**src/dpes_pkg.sv**
```systemverilog
// ----------------------------------------------------------------------------
// dpes_pkg
// Shared types and codes of the degree-preserving edge swap engine.
// ----------------------------------------------------------------------------
package dpes_pkg;

	// item commands
	localparam logic [1:0] CMD_LOAD_EDGE = 2'd0;
	localparam logic [1:0] CMD_LOAD_EXCL = 2'd1;
	localparam logic [1:0] CMD_SWAP      = 2'd2;
	localparam logic [1:0] CMD_READ      = 2'd3;

	// outcome codes
	localparam logic [2:0] OUT_SWAPPED  = 3'd0;
	localparam logic [2:0] OUT_SAME     = 3'd1;
	localparam logic [2:0] OUT_SELFLOOP = 3'd2;
	localparam logic [2:0] OUT_DUP      = 3'd3;
	localparam logic [2:0] OUT_REVDUP   = 3'd4;
	localparam logic [2:0] OUT_EXCL     = 3'd5;
	localparam logic [2:0] OUT_DONE     = 3'd6;

	// register indexes
	localparam logic [1:0] REG_DIRECTED = 2'd0;
	localparam logic [1:0] REG_EDGE_CNT = 2'd1;
	localparam logic [1:0] REG_EXCL_CNT = 2'd2;

	// edge memory write modes
	localparam logic [1:0] EW_NONE = 2'd0;
	localparam logic [1:0] EW_LOAD = 2'd1;
	localparam logic [1:0] EW_A    = 2'd2;
	localparam logic [1:0] EW_B    = 2'd3;

	// set memory write modes
	localparam logic [1:0] SW_NONE  = 2'd0;
	localparam logic [1:0] SW_MOVE  = 2'd1;
	localparam logic [1:0] SW_CLEAR = 2'd2;
	localparam logic [1:0] SW_ADD   = 2'd3;

	// key selects: (source, target) pair fed to the set logic
	localparam logic [2:0] KS_ST   = 3'd0;
	localparam logic [2:0] KS_OLD  = 3'd1;
	localparam logic [2:0] KS_SATB = 3'd2;
	localparam logic [2:0] KS_TBSA = 3'd3;
	localparam logic [2:0] KS_SBTA = 3'd4;
	localparam logic [2:0] KS_TASB = 3'd5;
	localparam logic [2:0] KS_SBTB = 3'd6;

	// hash multiplier
	localparam logic [63:0] HASH_MUL = 64'h9E3779B97F4A7C15;

	typedef struct packed {
		logic       directed;
		logic [12:0] edge_cnt;
		logic [6:0]  excl_cnt;
	} dpes_cfg_t;

	typedef struct packed {
		logic       ld_item;
		logic       clr_wr;
		logic       e_rd_b;
		logic [1:0] e_wr;
		logic       cap_a;
		logic       cap_b;
		logic       x_wr;
		logic       key_ld;
		logic [2:0] key_sel;
		logic       hash_go;
		logic       hash_ent;
		logic       probe_init;
		logic       probe_next;
		logic       n_one;
		logic       idx_from_j;
		logic [1:0] s_wr;
		logic       x_init;
		logic       x_next;
		logic       out_ld;
		logic [2:0] out_code;
		logic       out_rd;
	} dpes_cmd_t;

	typedef struct packed {
		logic       clr_last;
		logic       hash_done;
		logic [1:0] cmd;
		logic       a_eq_b;
		logic       a_in_edges;
		logic       a_in_excl;
		logic       ab_in_count;
		logic       written_a;
		logic       directed;
		logic       self_eq;
		logic       ent_used;
		logic       ent_match;
		logic       n_last;
		logic       n_full;
		logic       move;
		logic       x_end;
		logic       x_hit;
	} dpes_stat_t;

endpackage

```
**src/dpes_ctrl.sv**
```systemverilog
// ----------------------------------------------------------------------------
// dpes_ctrl
// Controller: clearing sweep, item decode, and a step program for edge loads
// and swaps that runs set lookups, removals, adds and the excluded-list scan.
// ----------------------------------------------------------------------------
module dpes_ctrl import dpes_pkg::*; (
	input  logic       clk,
	input  logic       arst_n,
	input  logic       start,
	output logic       busy,
	input  dpes_stat_t st,
	output dpes_cmd_t  ctl
);

	localparam logic [4:0] S_CLR   = 5'd0;
	localparam logic [4:0] S_IDLE  = 5'd1;
	localparam logic [4:0] S_DEC   = 5'd2;
	localparam logic [4:0] S_CAPA  = 5'd3;
	localparam logic [4:0] S_CAPB  = 5'd4;
	localparam logic [4:0] S_STEP  = 5'd5;
	localparam logic [4:0] S_SELF  = 5'd6;
	localparam logic [4:0] S_HGO   = 5'd7;
	localparam logic [4:0] S_HWAIT = 5'd8;
	localparam logic [4:0] S_PRD   = 5'd9;
	localparam logic [4:0] S_PCHK  = 5'd10;
	localparam logic [4:0] S_RRD   = 5'd11;
	localparam logic [4:0] S_RCHK  = 5'd12;
	localparam logic [4:0] S_RHW   = 5'd13;
	localparam logic [4:0] S_RMV   = 5'd14;
	localparam logic [4:0] S_RCLR  = 5'd15;
	localparam logic [4:0] S_XINIT = 5'd16;
	localparam logic [4:0] S_XRD   = 5'd17;
	localparam logic [4:0] S_XCHK  = 5'd18;

	// step operations
	localparam logic [3:0] OP_SELF  = 4'd0;
	localparam logic [3:0] OP_FIND3 = 4'd1;
	localparam logic [3:0] OP_FIND4 = 4'd2;
	localparam logic [3:0] OP_EXCL  = 4'd3;
	localparam logic [3:0] OP_REM   = 4'd4;
	localparam logic [3:0] OP_REMW  = 4'd5;
	localparam logic [3:0] OP_WRL   = 4'd6;
	localparam logic [3:0] OP_WRA   = 4'd7;
	localparam logic [3:0] OP_WRB   = 4'd8;
	localparam logic [3:0] OP_ADD   = 4'd9;
	localparam logic [3:0] OP_END   = 4'd10;

	logic [4:0] state_q, state_d;
	logic [3:0] step_q, step_d;
	logic [3:0] op_q, op_d;
	logic       is_load;
	logic [6:0] prog_w;
	logic [3:0] p_op;
	logic [2:0] p_ks;
	logic       found;

	// step programs: {op, key select}
	function automatic logic [6:0] prog(input logic load, input logic [3:0] sn);
		logic [6:0] r;
		r = {OP_END, KS_ST};
		if (load) begin
			case (sn)
				4'd0:    r = {OP_REMW, KS_OLD};
				4'd1:    r = {OP_WRL, KS_ST};
				4'd2:    r = {OP_ADD, KS_ST};
				default: r = {OP_END, KS_ST};
			endcase
		end else begin
			case (sn)
				4'd0:    r = {OP_SELF, KS_SATB};
				4'd1:    r = {OP_FIND3, KS_SATB};
				4'd2:    r = {OP_FIND4, KS_TBSA};
				4'd3:    r = {OP_EXCL, KS_SATB};
				4'd4:    r = {OP_SELF, KS_SBTA};
				4'd5:    r = {OP_FIND3, KS_SBTA};
				4'd6:    r = {OP_FIND4, KS_TASB};
				4'd7:    r = {OP_EXCL, KS_SBTA};
				4'd8:    r = {OP_REM, KS_OLD};
				4'd9:    r = {OP_REM, KS_SBTB};
				4'd10:   r = {OP_WRA, KS_ST};
				4'd11:   r = {OP_WRB, KS_ST};
				4'd12:   r = {OP_ADD, KS_SATB};
				4'd13:   r = {OP_ADD, KS_SBTA};
				default: r = {OP_END, KS_ST};
			endcase
		end
		return r;
	endfunction

	assign is_load = st.cmd == CMD_LOAD_EDGE;
	assign prog_w  = prog(is_load, step_q);
	assign p_op    = prog_w[6:3];
	assign p_ks    = prog_w[2:0];
	assign found   = st.ent_used && st.ent_match;

	// next state and commands
	always_comb begin
		state_d = state_q;
		step_d  = step_q;
		op_d    = op_q;
		ctl     = '0;
		case (state_q)
			S_CLR: begin
				ctl.clr_wr = 1'b1;
				if (st.clr_last) state_d = S_IDLE;
			end
			S_IDLE: begin
				if (start) begin
					ctl.ld_item = 1'b1;
					state_d = S_DEC;
				end
			end
			S_DEC: begin
				step_d = '0;
				case (st.cmd)
					CMD_LOAD_EXCL: begin
						ctl.x_wr     = st.a_in_excl;
						ctl.out_ld   = 1'b1;
						ctl.out_code = OUT_DONE;
						state_d      = S_IDLE;
					end
					CMD_SWAP: begin
						if (st.a_eq_b || !st.ab_in_count) begin
							ctl.out_ld   = 1'b1;
							ctl.out_code = OUT_SAME;
							state_d      = S_IDLE;
						end else begin
							state_d = S_CAPA;
						end
					end
					default: begin
						// edge load or read back
						if (st.a_in_edges) begin
							state_d = S_CAPA;
						end else begin
							ctl.out_ld   = 1'b1;
							ctl.out_code = OUT_DONE;
							state_d      = S_IDLE;
						end
					end
				endcase
			end
			S_CAPA: begin
				ctl.cap_a  = 1'b1;
				ctl.e_rd_b = 1'b1;
				case (st.cmd)
					CMD_READ: begin
						ctl.out_ld   = 1'b1;
						ctl.out_rd   = 1'b1;
						ctl.out_code = OUT_DONE;
						state_d      = S_IDLE;
					end
					CMD_SWAP: state_d = S_CAPB;
					default:  state_d = S_STEP;
				endcase
			end
			S_CAPB: begin
				ctl.cap_b = 1'b1;
				state_d   = S_STEP;
			end
			S_STEP: begin
				ctl.key_ld  = 1'b1;
				ctl.key_sel = p_ks;
				op_d        = p_op;
				case (p_op)
					OP_SELF:  state_d = S_SELF;
					OP_FIND3: state_d = S_HGO;
					OP_FIND4: begin
						if (st.directed) step_d = step_q + 4'd1;
						else state_d = S_HGO;
					end
					OP_EXCL:  state_d = S_XINIT;
					OP_REM:   state_d = S_HGO;
					OP_REMW: begin
						if (st.written_a) state_d = S_HGO;
						else step_d = step_q + 4'd1;
					end
					OP_WRL: begin
						ctl.e_wr = EW_LOAD;
						step_d   = step_q + 4'd1;
					end
					OP_WRA: begin
						ctl.e_wr = EW_A;
						step_d   = step_q + 4'd1;
					end
					OP_WRB: begin
						ctl.e_wr = EW_B;
						step_d   = step_q + 4'd1;
					end
					OP_ADD:   state_d = S_HGO;
					default: begin
						ctl.out_ld   = 1'b1;
						ctl.out_code = is_load ? OUT_DONE : OUT_SWAPPED;
						state_d      = S_IDLE;
					end
				endcase
			end
			S_SELF: begin
				if (st.self_eq) begin
					ctl.out_ld   = 1'b1;
					ctl.out_code = OUT_SELFLOOP;
					state_d      = S_IDLE;
				end else begin
					step_d  = step_q + 4'd1;
					state_d = S_STEP;
				end
			end
			S_HGO: begin
				ctl.hash_go = 1'b1;
				state_d     = S_HWAIT;
			end
			S_HWAIT: begin
				if (st.hash_done) begin
					ctl.probe_init = 1'b1;
					state_d        = S_PRD;
				end
			end
			S_PRD: state_d = S_PCHK;
			S_PCHK: begin
				if (!st.ent_used || st.ent_match) begin
					// probe ends: key found or empty slot reached
					case (op_q)
						OP_FIND3: begin
							if (found) begin
								ctl.out_ld   = 1'b1;
								ctl.out_code = OUT_DUP;
								state_d      = S_IDLE;
							end else begin
								step_d  = step_q + 4'd1;
								state_d = S_STEP;
							end
						end
						OP_FIND4: begin
							if (found) begin
								ctl.out_ld   = 1'b1;
								ctl.out_code = OUT_REVDUP;
								state_d      = S_IDLE;
							end else begin
								step_d  = step_q + 4'd1;
								state_d = S_STEP;
							end
						end
						OP_ADD: begin
							if (!found) ctl.s_wr = SW_ADD;
							step_d  = step_q + 4'd1;
							state_d = S_STEP;
						end
						default: begin
							// removal: start the backward shift
							if (found) begin
								ctl.idx_from_j = 1'b1;
								ctl.probe_next = 1'b1;
								ctl.n_one      = 1'b1;
								state_d        = S_RRD;
							end else begin
								step_d  = step_q + 4'd1;
								state_d = S_STEP;
							end
						end
					endcase
				end else if (st.n_last) begin
					// whole table probed, nothing found
					step_d  = step_q + 4'd1;
					state_d = S_STEP;
				end else begin
					ctl.probe_next = 1'b1;
					state_d        = S_PRD;
				end
			end
			S_RRD: state_d = S_RCHK;
			S_RCHK: begin
				if (!st.ent_used) begin
					state_d = S_RCLR;
				end else begin
					ctl.hash_go  = 1'b1;
					ctl.hash_ent = 1'b1;
					state_d      = S_RHW;
				end
			end
			S_RHW: begin
				ctl.hash_ent = 1'b1;
				if (st.hash_done) state_d = S_RMV;
			end
			S_RMV: begin
				if (st.move) begin
					ctl.s_wr       = SW_MOVE;
					ctl.idx_from_j = 1'b1;
				end
				if (st.n_full) begin
					state_d = S_RCLR;
				end else begin
					ctl.probe_next = 1'b1;
					state_d        = S_RRD;
				end
			end
			S_RCLR: begin
				ctl.s_wr = SW_CLEAR;
				step_d   = step_q + 4'd1;
				state_d  = S_STEP;
			end
			S_XINIT: begin
				ctl.x_init = 1'b1;
				state_d    = S_XRD;
			end
			S_XRD: begin
				if (st.x_end) begin
					step_d  = step_q + 4'd1;
					state_d = S_STEP;
				end else begin
					state_d = S_XCHK;
				end
			end
			S_XCHK: begin
				if (st.x_hit) begin
					ctl.out_ld   = 1'b1;
					ctl.out_code = OUT_EXCL;
					state_d      = S_IDLE;
				end else begin
					ctl.x_next = 1'b1;
					state_d    = S_XRD;
				end
			end
			default: state_d = S_IDLE;
		endcase
	end

	always_ff @(posedge clk or negedge arst_n) begin
		if (!arst_n) begin
			state_q <= S_CLR;
			step_q  <= '0;
			op_q    <= OP_END;
		end else begin
			state_q <= state_d;
			step_q  <= step_d;
			op_q    <= op_d;
		end
	end

	assign busy = state_q != S_IDLE;

endmodule

```
**config.mk**
```make
export PLATFORM = sky130hd
export DESIGN_NAME = dpes_ctrl
export DESIGN_NICKNAME = d
export VERILOG_FILES = /design/src/dpes_pkg.sv /design/src/dpes_ctrl.sv
export SDC_FILE = /design/constraint.sdc
export NUM_CORES = 1
export LEC_CHECK = 0
export ABC_AREA = 1
export BUFFER_PORTS_ARGS = -buffer_cell sky130_fd_sc_hd__buf_2
export CAP_MARGIN = 30
export CORE_MARGIN = 2
export CORE_UTILIZATION = 35
export CTS_CLUSTER_DIAMETER = 150
export DETAILED_ROUTE_END_ITERATION = 12
export SETUP_SLACK_MARGIN = 0.4
export SYNTH_ARGS = -nofsm -noshare
export SYNTH_HDL_FRONTEND = slang
export SYNTH_SLANG_ARGS = --single-unit
```
**constraint.sdc**
```tcl
create_clock -name clk -period 3.8 [get_ports clk]
set_clock_uncertainty 0.15 [all_clocks]
set_input_delay 0.95 -clock clk [delete_from_list [all_inputs] [get_ports clk]]
set_output_delay 0.95 -clock clk [all_outputs]
set_load 0.02 [all_outputs]
```
==> out/metrics.cfg, run 1 <==
[detailed_routing]
wl_met1_mm=2.62
wl_per_cell_um=13.0
viasPerCell=5.02
drc_errors=0
drtPass1Iterations=6
met2_length_mm=2.71
maxUsedRoutingLayer=met4
drt-total-wl_mm=5.76
wl_met3_um=388
postRouteAntennaNets=0
dr.first_iter.drc_count=176
vias=2233

[yosys]
synth_top_family_by_area=simple AND/OR/NAND/NOR gates
synthMuxAreaShare=0
ys_ff_latch=13
synth_cells=317
synth-simple-area-share=0.485
synth.area.top_cells=dfrtp_1 (15%), nand2_1 (14%), inv_1 (11%)
synth_fa_ha_area_frac=0.0731
synthFlopType=dfrtp_1
synth-compound-area-share=0.132
yosysTopAreaCell=dfrtp_1
synth.most_common_cell=nand2_1
syn_nets=349
ys_warn_count=0
yosysSeqAreaShare=0.174
syn_area_sq_um=1880
synthXorXnorAreaFrac=0
async_flop_share=1.00
ys_types=34
synth_edf_count=0
synth_area_per_cell_sq_um=5.94
synth_common_cells=nand2_1 (71), inv_1 (54), nor2_1 (48), nand3_1 (30), o21ai_0 (15)
synth.top_cell.area_share=0.146

[global_route]
grtUsageTotal=0.192
grt_pass1_wl_mm=9.37
grt_overflow_total=0
first_global_vias=2045
grt_antenna_before_repair=0
grt_max_degree=14

[placement]
dp_hpwl_mm=4.52
place_ws_ns=0.173
place.port_buffers=48
gp_congestion=0.865

[timing]
setup_tns_ns=0
setup_viol=0
layout_setup_ws_ns=0.427
drv_slew=0
max_freq_mhz=296
finalCritPeriodShare=0.888
tightest_slew_ns=0.404
rsz0062_at_grt=true
slew_headroom=0.731
post-route-min-period_ns=3.37
hold_violations=0
whs_ns=0.341

[pwr]
finalPower_mw=1.13
peakVddDrop_mv=0.131
p_leak_nw=1.36
power.density_nw_per_um2=457
seqPwrFrac=0.197
p_comb_frac=0.688
power_frac_clock=0.115
switching_power_uw=612
swShare=0.541
p_int_uw=518

[die]
die_h_um=77.4
die_w_um=77.4
start_util=0.366
coreArea_sq_um=5140
dieArea_sq_um=5980
ios=49
num_rows=26

[clock_network]
cts_buffers=3
cts.sinks=13
htreeDepth=1
cts_hold_buffers=0
cts_tree=built
cts_buffer_depth=2
clk_latency_ns=0.25
cts.clk_slew.worst_paths_ns=0.06
cts-root-buf=clkbuf_8

[worst_setup_path]
worstSetupEndpointType=output port
critPathKind=in -> out
cp.required_ns=2.70
cp-start-kind=primary input
arrival_ns=2.27
path_max_fanout=6

[final_layout]
drive_gt1_frac=0.317
area_growth_pct=31.3
nFillCells=561
finalNetCount=408
antenna_cells_inserted=0

[job]
maxCapViolCount=0

[run_status]
outcome=completed

[min_path]
hold_class=reg -> reg

==> flip-flops by register name (all words and copies together), names as in the netlist <==
| register | count |
|---|---|
| op_q | 4 |
| state_q | 5 |
| step_q | 4 |
==> logic make-up after synthesis <==
| group | Yosys count |
|---|---|
| AO/OA/AOI/OAI | 37 |
| adder cells (fa/ha/maj) | 11 |
| buffers and inverters | 62 |
| flip-flops | 13 |
| AND/OR/NAND/NOR | 194 |
==> power groups by stage <==
stage / combinational (mW) / clock, mW / sequential (mW)
finish: 0.777 / 0.130 / 0.222
global route: 0.871 / 0.140 / 0.230
CTS: 0.718 / 0.135 / 0.220
detailed placement: 0.705 / 0 / 0.222
global placement: 0.711 / 0 / 0.222
floorplan: 0.536 / 0 / 0.212
==> critical path, stage by stage <==
cell,delay [ns]
buf_8,0.11
inv_6,0.05
ha_4,0.18
buf_6,0.11
nand3_4,0.08
nand3b_1,0.23
nand2_2,0.14
inv_2,0.11
nand2_4,0.06
a21oi_2,0.13
buf_6,0.13
==> final timing paths <==
path | from | slack [ns] | endpoint | cells past startpoint
worst max-delay path | st[14] | 0.43 | ctl[22] | 11
worst min-delay path | op_q[0]$_DFFE_PN0P_ | 0.34 | op_q[0]$_DFFE_PN0P_ | 2
worst max register to register | step_q[0]$_DFFE_PN0P_ | 1.35 | step_q[3]$_DFFE_PN0P_ | 16
worst min register to register | op_q[0]$_DFFE_PN0P_ | 0.34 | op_q[0]$_DFFE_PN0P_ | 2
max in group asynchronous | arst_n | 2.76 | op_q[3]$_DFFE_PN1P_ | 1
min in group asynchronous | arst_n | 0.45 | state_q[3]$_DFFE_PN0P_ | 1
==> stage by stage <==
step                      instances  instance area [sq um]  utilization
after CTS                       437                   2270        0.443
after floorplan                 317                   1880            -
after global placement          432                   2180        0.425
after detailed placement        432                   2180        0.425
after global routing            445                   2470        0.481
final                           445                   2470        0.481
==> cell usage in the layout, fill, tap and decap left out, types with 2 or more instances in the layout <==
cell,synthesis,final
nand4_1,9,9
nor2_4,2,6
nand3_2,2,3
inv_1,54,50
o211ai_1,4,4
buf_6,2,2
o21ai_0,15,14
clkbuf_8,0,3
nand3_1,30,27
nand2_1,71,65
nand2_4,5,8
a21oi_2,0,2
a21oi_1,7,5
o2111ai_1,2,2
buf_2,0,42
a211oi_1,3,3
nand2_2,8,11
dfrtp_1,11,10
dfstp_2,2,2
buf_8,0,2
inv_2,3,5
ha_1,11,9
nor3_1,9,9
nand3_4,0,2
nor4_1,2,2
buf_4,2,13
nor2_1,48,42
nor2_2,4,6
==> per-layer routing <==
metal  track usage  vias to the layer above
met5             0                        -
met4        0.0554                        0
met3        0.0372                        6
met2         0.320                       71
met1         0.253                     1013
li1              -                     1143
==> cell type report <==
class                   count  area (sq um)  share of cell area
clock buffers               3          41.3              0.0167
clock inverters             1          5.00             0.00202
inverters                  57           221              0.0896
multi-input cells         242          1430               0.577
flip-flops and latches     13           329               0.133
well taps                  70          87.6              0.0354
repair buffers             59           360               0.146
==> timing repair <==
| action | 4_1_cts | 5_1_grt |
|---|---|---|
| endpoints found under the hold margin | 0 | 0 |
| gates resized for setup | 14 | 40 |
| endpoints found under the setup margin | 5 | 5 |
| pin swaps | 4 | 10 |
| buffers inserted | 1 | 8 |
Note: power is estimated with default switching activity, not from simulation.
==> run 2, diff against run 1 <==
- ABC_AREA: 1 -> default
- CORE_UTILIZATION: 35 -> 40
==> out/metrics.cfg, run 2 <==
[worst_setup_path]
reg2regPathDepth=11
cp_slowest_cell=or4_4
cp_top_family=simple AND/OR/NAND/NOR gates
crit_buf_inv=3
startpoint=st[15]
cp-start-kind=primary input
path_depth=9
crit_chain=buf_12, inv_12, ha_4, and4bb_1, or4_4, nor2_4, a21oi_2, a2111o_1, buf_6
cp.required_ns=2.70
worstSetupEndpointType=output port
arrival_ns=2.69
critPathKind=in -> out
max_stage_delay_ns=0.53
path_max_fanout=5
r2r_start=step_q[1]$_DFFE_PN0P_

[timing]
setup_tns_ns=0
finalCritPeriodShare=0.997
drv_slew=0
rsz0062_at_grt=true
post-route-min-period_ns=3.79
slew_headroom=0.522
max_freq_mhz=264
tightest_slew_ns=0.711
setup_viol=0
hold_violations=0

[pwr]
p_leak_nw=1.22
peakVddDrop_mv=0.197
finalPower_mw=1.71
power.density_nw_per_um2=643

[yosys]
synth_area_per_cell_sq_um=7.15
synth_cells=271
synthFlopType=dfrtp_1
synth.area.top_cells=dfrtp_1 (14%), ha_1 (7.1%), nand2_1 (5.0%)
synth_edf_count=0
async_flop_share=1.00
yosysTopAreaCell=dfrtp_1
yosysSeqAreaShare=0.169
ys_warn_count=0
ys_types=66
synth.top_cell.area_share=0.142
synth_common_cells=nand2_1 (26), nor2_1 (26), a21oi_1 (15), inv_1 (14), o21ai_0 (14)
syn_area_sq_um=1940
syn_nets=303
ys_ff_latch=13

[clock_network]
cts.sinks=13
cts-root-buf=clkbuf_8
cts_buffer_depth=2
cts_hold_buffers=0
htreeDepth=1
cts.clk_slew.worst_paths_ns=0.05
cts_buffers=3
clk_latency_ns=0.24
cts_tree=built

[detailed_routing]
drc_errors=0
drtPass1Iterations=4
vias=2197
wl_per_cell_um=15.2
postRouteAntennaNets=0
viasPerCell=5.68
dr.first_iter.drc_count=173
drt-total-wl_mm=5.89

[min_path]
whs_path_depth=2
hold_start=op_q[3]$_DFFE_PN1P_
hold_class=reg -> reg

[final_layout]
antenna_cells_inserted=0
top_regs=state_q x5, op_q x4, step_q x4
final_area_sq_um=2660
instances_no_fill=387
finalNetCount=366
mostFrequentLayoutCell=buf_2
mostFrequentLayoutCells=buf_2 (39), buf_4 (28), nor2_1 (25), nand2_1 (25)
largest_reg_flops=5
top_register=state_q
drive_gt1_frac=0.345
area_growth_pct=37.2
fin_util=0.566

[global_route]
grt_max_degree=22
grt_pass1_wl_mm=9.36
grt_overflow_total=0
grtUsageTotal=0.217
grt_antenna_before_repair=0
first_global_vias=1997

[placement]
place_inst=372
place.port_buffers=48
gp_congestion=0.879
place_area_sq_um=2340
dp_hpwl_mm=4.45

[die]
coreArea_sq_um=4690
start_util=0.413
die_h_um=73.6
ios=49
die_w_um=73.6
num_rows=25
dieArea_sq_um=5410

[run_status]
outcome=completed

[job]
maxCapViolCount=0

run 2: cell count changes in the layout (fill, tap and decap cells not counted), moves of 8 or more:
| cell | change |
|---|---|
| nor2b_1 | +12 |
| inv_1 | -38 |
| nand2b_1 | +9 |
| nand2_1 | -40 |
| buf_4 | +15 |
| nand2_2 | -10 |
| nor2_1 | -17 |
| nand4_1 | -8 |
| nand3_1 | -20 |
run 2: path summary, 6_finish.rpt:
| kind | end | slack (ns) |
|---|---|---|
| worst max-delay path | ctl[4] | 0.01 |
| worst min-delay path | op_q[3]$_DFFE_PN1P_ | 0.35 |
| worst max register to register | step_q[3]$_DFFE_PN0P_ | 0.37 |
| worst min register to register | op_q[3]$_DFFE_PN1P_ | 0.35 |
| max in group asynchronous | op_q[1]$_DFFE_PN1P_ | 2.77 |
| min in group asynchronous | op_q[0]$_DFFE_PN0P_ | 0.44 |
run 2: cells by family (layout without fill, tap and decap cells):
family	Yosys count	after routing	synth area share
adder cells (fa/ha/maj)	11	11	0.0711
multiplexers	8	8	0.0426
AO/OA/AOI/OAI	70	70	0.250
flip-flops	13	13	0.169
AND/OR/NAND/NOR	135	135	0.389
XOR/XNOR	1	1	0.00452
buffers and inverters	33	95	0.0736
run 2: repair_timing:
item / 4_1_cts / 5_1_grt
resized for setup: 24 / 21
setup buffers: 6 / 5
endpoints found under the setup margin: 6 / 7
pin swaps: 6 / 9
run 2: metrics by stage:
step	hold slack (ns)	worst slack (ns)
after floorplan	0.319	0.0661
after global placement	0.338	-0.0481
after detailed placement	0.342	-0.0749
after CTS	0.351	-0.0751
after global routing	0.384	-0.0351
final	0.350	0.0101
run 2: area by class of cell:
class | instances | area, sq um
sequential | 13 | 328
tap | 54 | 67.6
inverter | 14 | 70.1
timing repair buffer | 77 | 531
clock buffer | 4 | 45.0
fill | 437 | 2030
multi-input combinational | 225 | 1620
run 2: tightest hold or removal path, delay by kind of cell, from the launching register on:
kind | cells | cell delay (ns)
AND/OR/NAND/NOR | 1 | 0.05
AO/OA/AOI/OAI | 1 | 0.07
flip-flops | 1 | 0.38
run 2: metal layers:
| layer | wire length [um] | global-route usage | vias to the layer above |
|---|---|---|---|
| li1 | - | - | 1109 |
| met1 | 2780 | 0.316 | 1000 |
| met2 | 2670 | 0.342 | 82 |
| met3 | 397 | 0.0384 | 6 |
| met4 | 37 | 0.0303 | 0 |
| met5 | 0 | 0 | - |
run 2: report_power, final:
group | internal, mW | switching [mW]
clock network | 0.0740 | 0.0470
registers | 0.202 | 0.0820
logic | 0.570 | 0.733
==> run 3, diff against run 2 <==
- CORE_UTILIZATION: 40 -> 30
==> out/metrics.cfg, run 3 (synthesis gave the netlist of run 2 again) <==
[timing]
post-route-min-period_ns=3.81
drv_slew=0
slew_headroom=0.629
max_freq_mhz=263
finalCritPeriodShare=1.00
whs_ns=0.356
setup_viol=1
rsz0062_at_grt=true
layout_setup_ws_ns=-0.00709
tightest_slew_ns=0.552
hold_violations=0

[final_layout]
drive_gt1_frac=0.300
top_regs=state_q x5, op_q x4, step_q x4
seq_area_sq_um=328
area_growth_pct=29.8
multiInputGateArea_sq_um=1540
finalNetCount=356
top_register=state_q
nFillCells=681
largest_reg_flops=5
mostFrequentLayoutCell=buf_2
mostFrequentLayoutCells=buf_2 (41), nor2_1 (25), nand2_1 (25)
fin_util=0.398
antenna_cells_inserted=0
final_area_sq_um=2510
instances_no_fill=400

[worst_setup_path]
startpoint=st[15]
r2r_start=step_q[0]$_DFFE_PN0P_
worstSetupEndpointType=output port
cp_slowest_cell=or4_4
cp-start-kind=primary input
cp_top_family=simple AND/OR/NAND/NOR gates
path_max_fanout=5
cp.required_ns=2.70
max_stage_delay_ns=0.54
critPathKind=in -> out
arrival_ns=2.71
crit_buf_inv=3
crit_chain=buf_12, inv_12, ha_4, and4bb_1, or4_4, nor2_4, a21oi_2, a2111o_1, buf_6

[global_route]
grt_overflow_total=0
grt_max_degree=22
grt_antenna_before_repair=0
grt_pass1_wl_mm=9.49
grtUsageTotal=0.160
first_global_vias=1999

[run_status]
outcome=finished, violations left
violations=negative setup slack

[placement]
place_inst=395
place.port_buffers=48
place_ws_ns=-0.0590
place_area_sq_um=2370
gp_congestion=0.952
dp_hpwl_mm=4.65

[clock_network]
cts_hold_buffers=0
clk_latency_ns=0.24
cts_buffer_depth=2
cts.clk_slew.worst_paths_ns=0.06
cts.sinks=13
htreeDepth=1
cts_tree=built
cts_buffers=3
cts-root-buf=clkbuf_8

[detailed_routing]
viasPerCell=5.41
dr.first_iter.drc_count=146
drc_errors=0
vias=2165
drtPass1Iterations=4
wl_per_cell_um=14.6
postRouteAntennaNets=0
drt-total-wl_mm=5.84

[die]
ios=49
die_h_um=84.4
dieArea_sq_um=7110
start_util=0.307
num_rows=29
coreArea_sq_um=6310
die_w_um=84.4

[min_path]
hold_class=reg -> reg
hold_start=op_q[3]$_DFFE_PN1P_

[pwr]
p_leak_nw=1.16
power.density_nw_per_um2=636
peakVddDrop_mv=0.217

[job]
maxCapViolCount=0

[run 3: cell count changes in the layout (fill, tap and decap cells not counted), sizes merged]
cell | before | now
buf | 77 | 67
[run 3: what timing repair did]
item                                   4_1_cts  5_1_grt
buffers inserted                             0        1
endpoints found under the hold margin        0        0
gates resized for setup                     18        5
setup endpoints to repair                    6        6
pin swaps                                    5        8
[run 3: metal layers]
layer / share of wire / track usage
met1: 0.46 / 0.230
met2: 0.47 / 0.250
met3: 0.057 / 0.0374
met4: 0.011 / 0.0245
met5: 0 / 0
[run 3: layout make-up]
type / count / area share
flip-flops and latches: 13 / 0.130
well taps: 77 / 0.0383
repair buffers: 67 / 0.173
clock buffers: 4 / 0.0179
inverters: 14 / 0.0279
multi-input cells: 225 / 0.612
[run 3: where the power goes]
part / internal (mW) / switching [mW] / leakage (nW)
logic: 0.506 / 0.678 / 0.969
registers: 0.202 / 0.0903 / 0.164
clock network: 0.0740 / 0.0497 / 0.0228
[run 3: worst paths after layout]
check | endpoint | slack [ns] | cells after the start
worst min-delay path | op_q[3]$_DFFE_PN1P_ | 0.36 | 2
worst min register to register | op_q[3]$_DFFE_PN1P_ | 0.36 | 2
worst max register to register | step_q[3]$_DFFE_PN0P_ | 0.58 | 9
min in group asynchronous | state_q[3]$_DFFE_PN0P_ | 0.45 | 1
max in group asynchronous | op_q[3]$_DFFE_PN1P_ | 2.77 | 1
worst max-delay path | ctl[4] | -0.007 | 9
[run 3: worst register-to-register path: stages, from the launching register on]
cell and delay, ns:
dfrtp_1 0.45, inv_1 0.13, ha_1 0.29, and4bb_1 0.24
or4_4 0.54, buf_4 0.18, mux2i_1 0.12, o211a_1 0.27
or4b_4 0.52, o311ai_4 0.23
[run 3: per-stage QoR]
step | TNS [ns] | total power [mW]
floorplan | 0 | 1.12
global placement | -0.0453 | 1.41
detailed placement | -0.0590 | 1.41
CTS | -0.0591 | 1.57
global route | -0.0463 | 1.75
finish | -0.00709 | 1.60
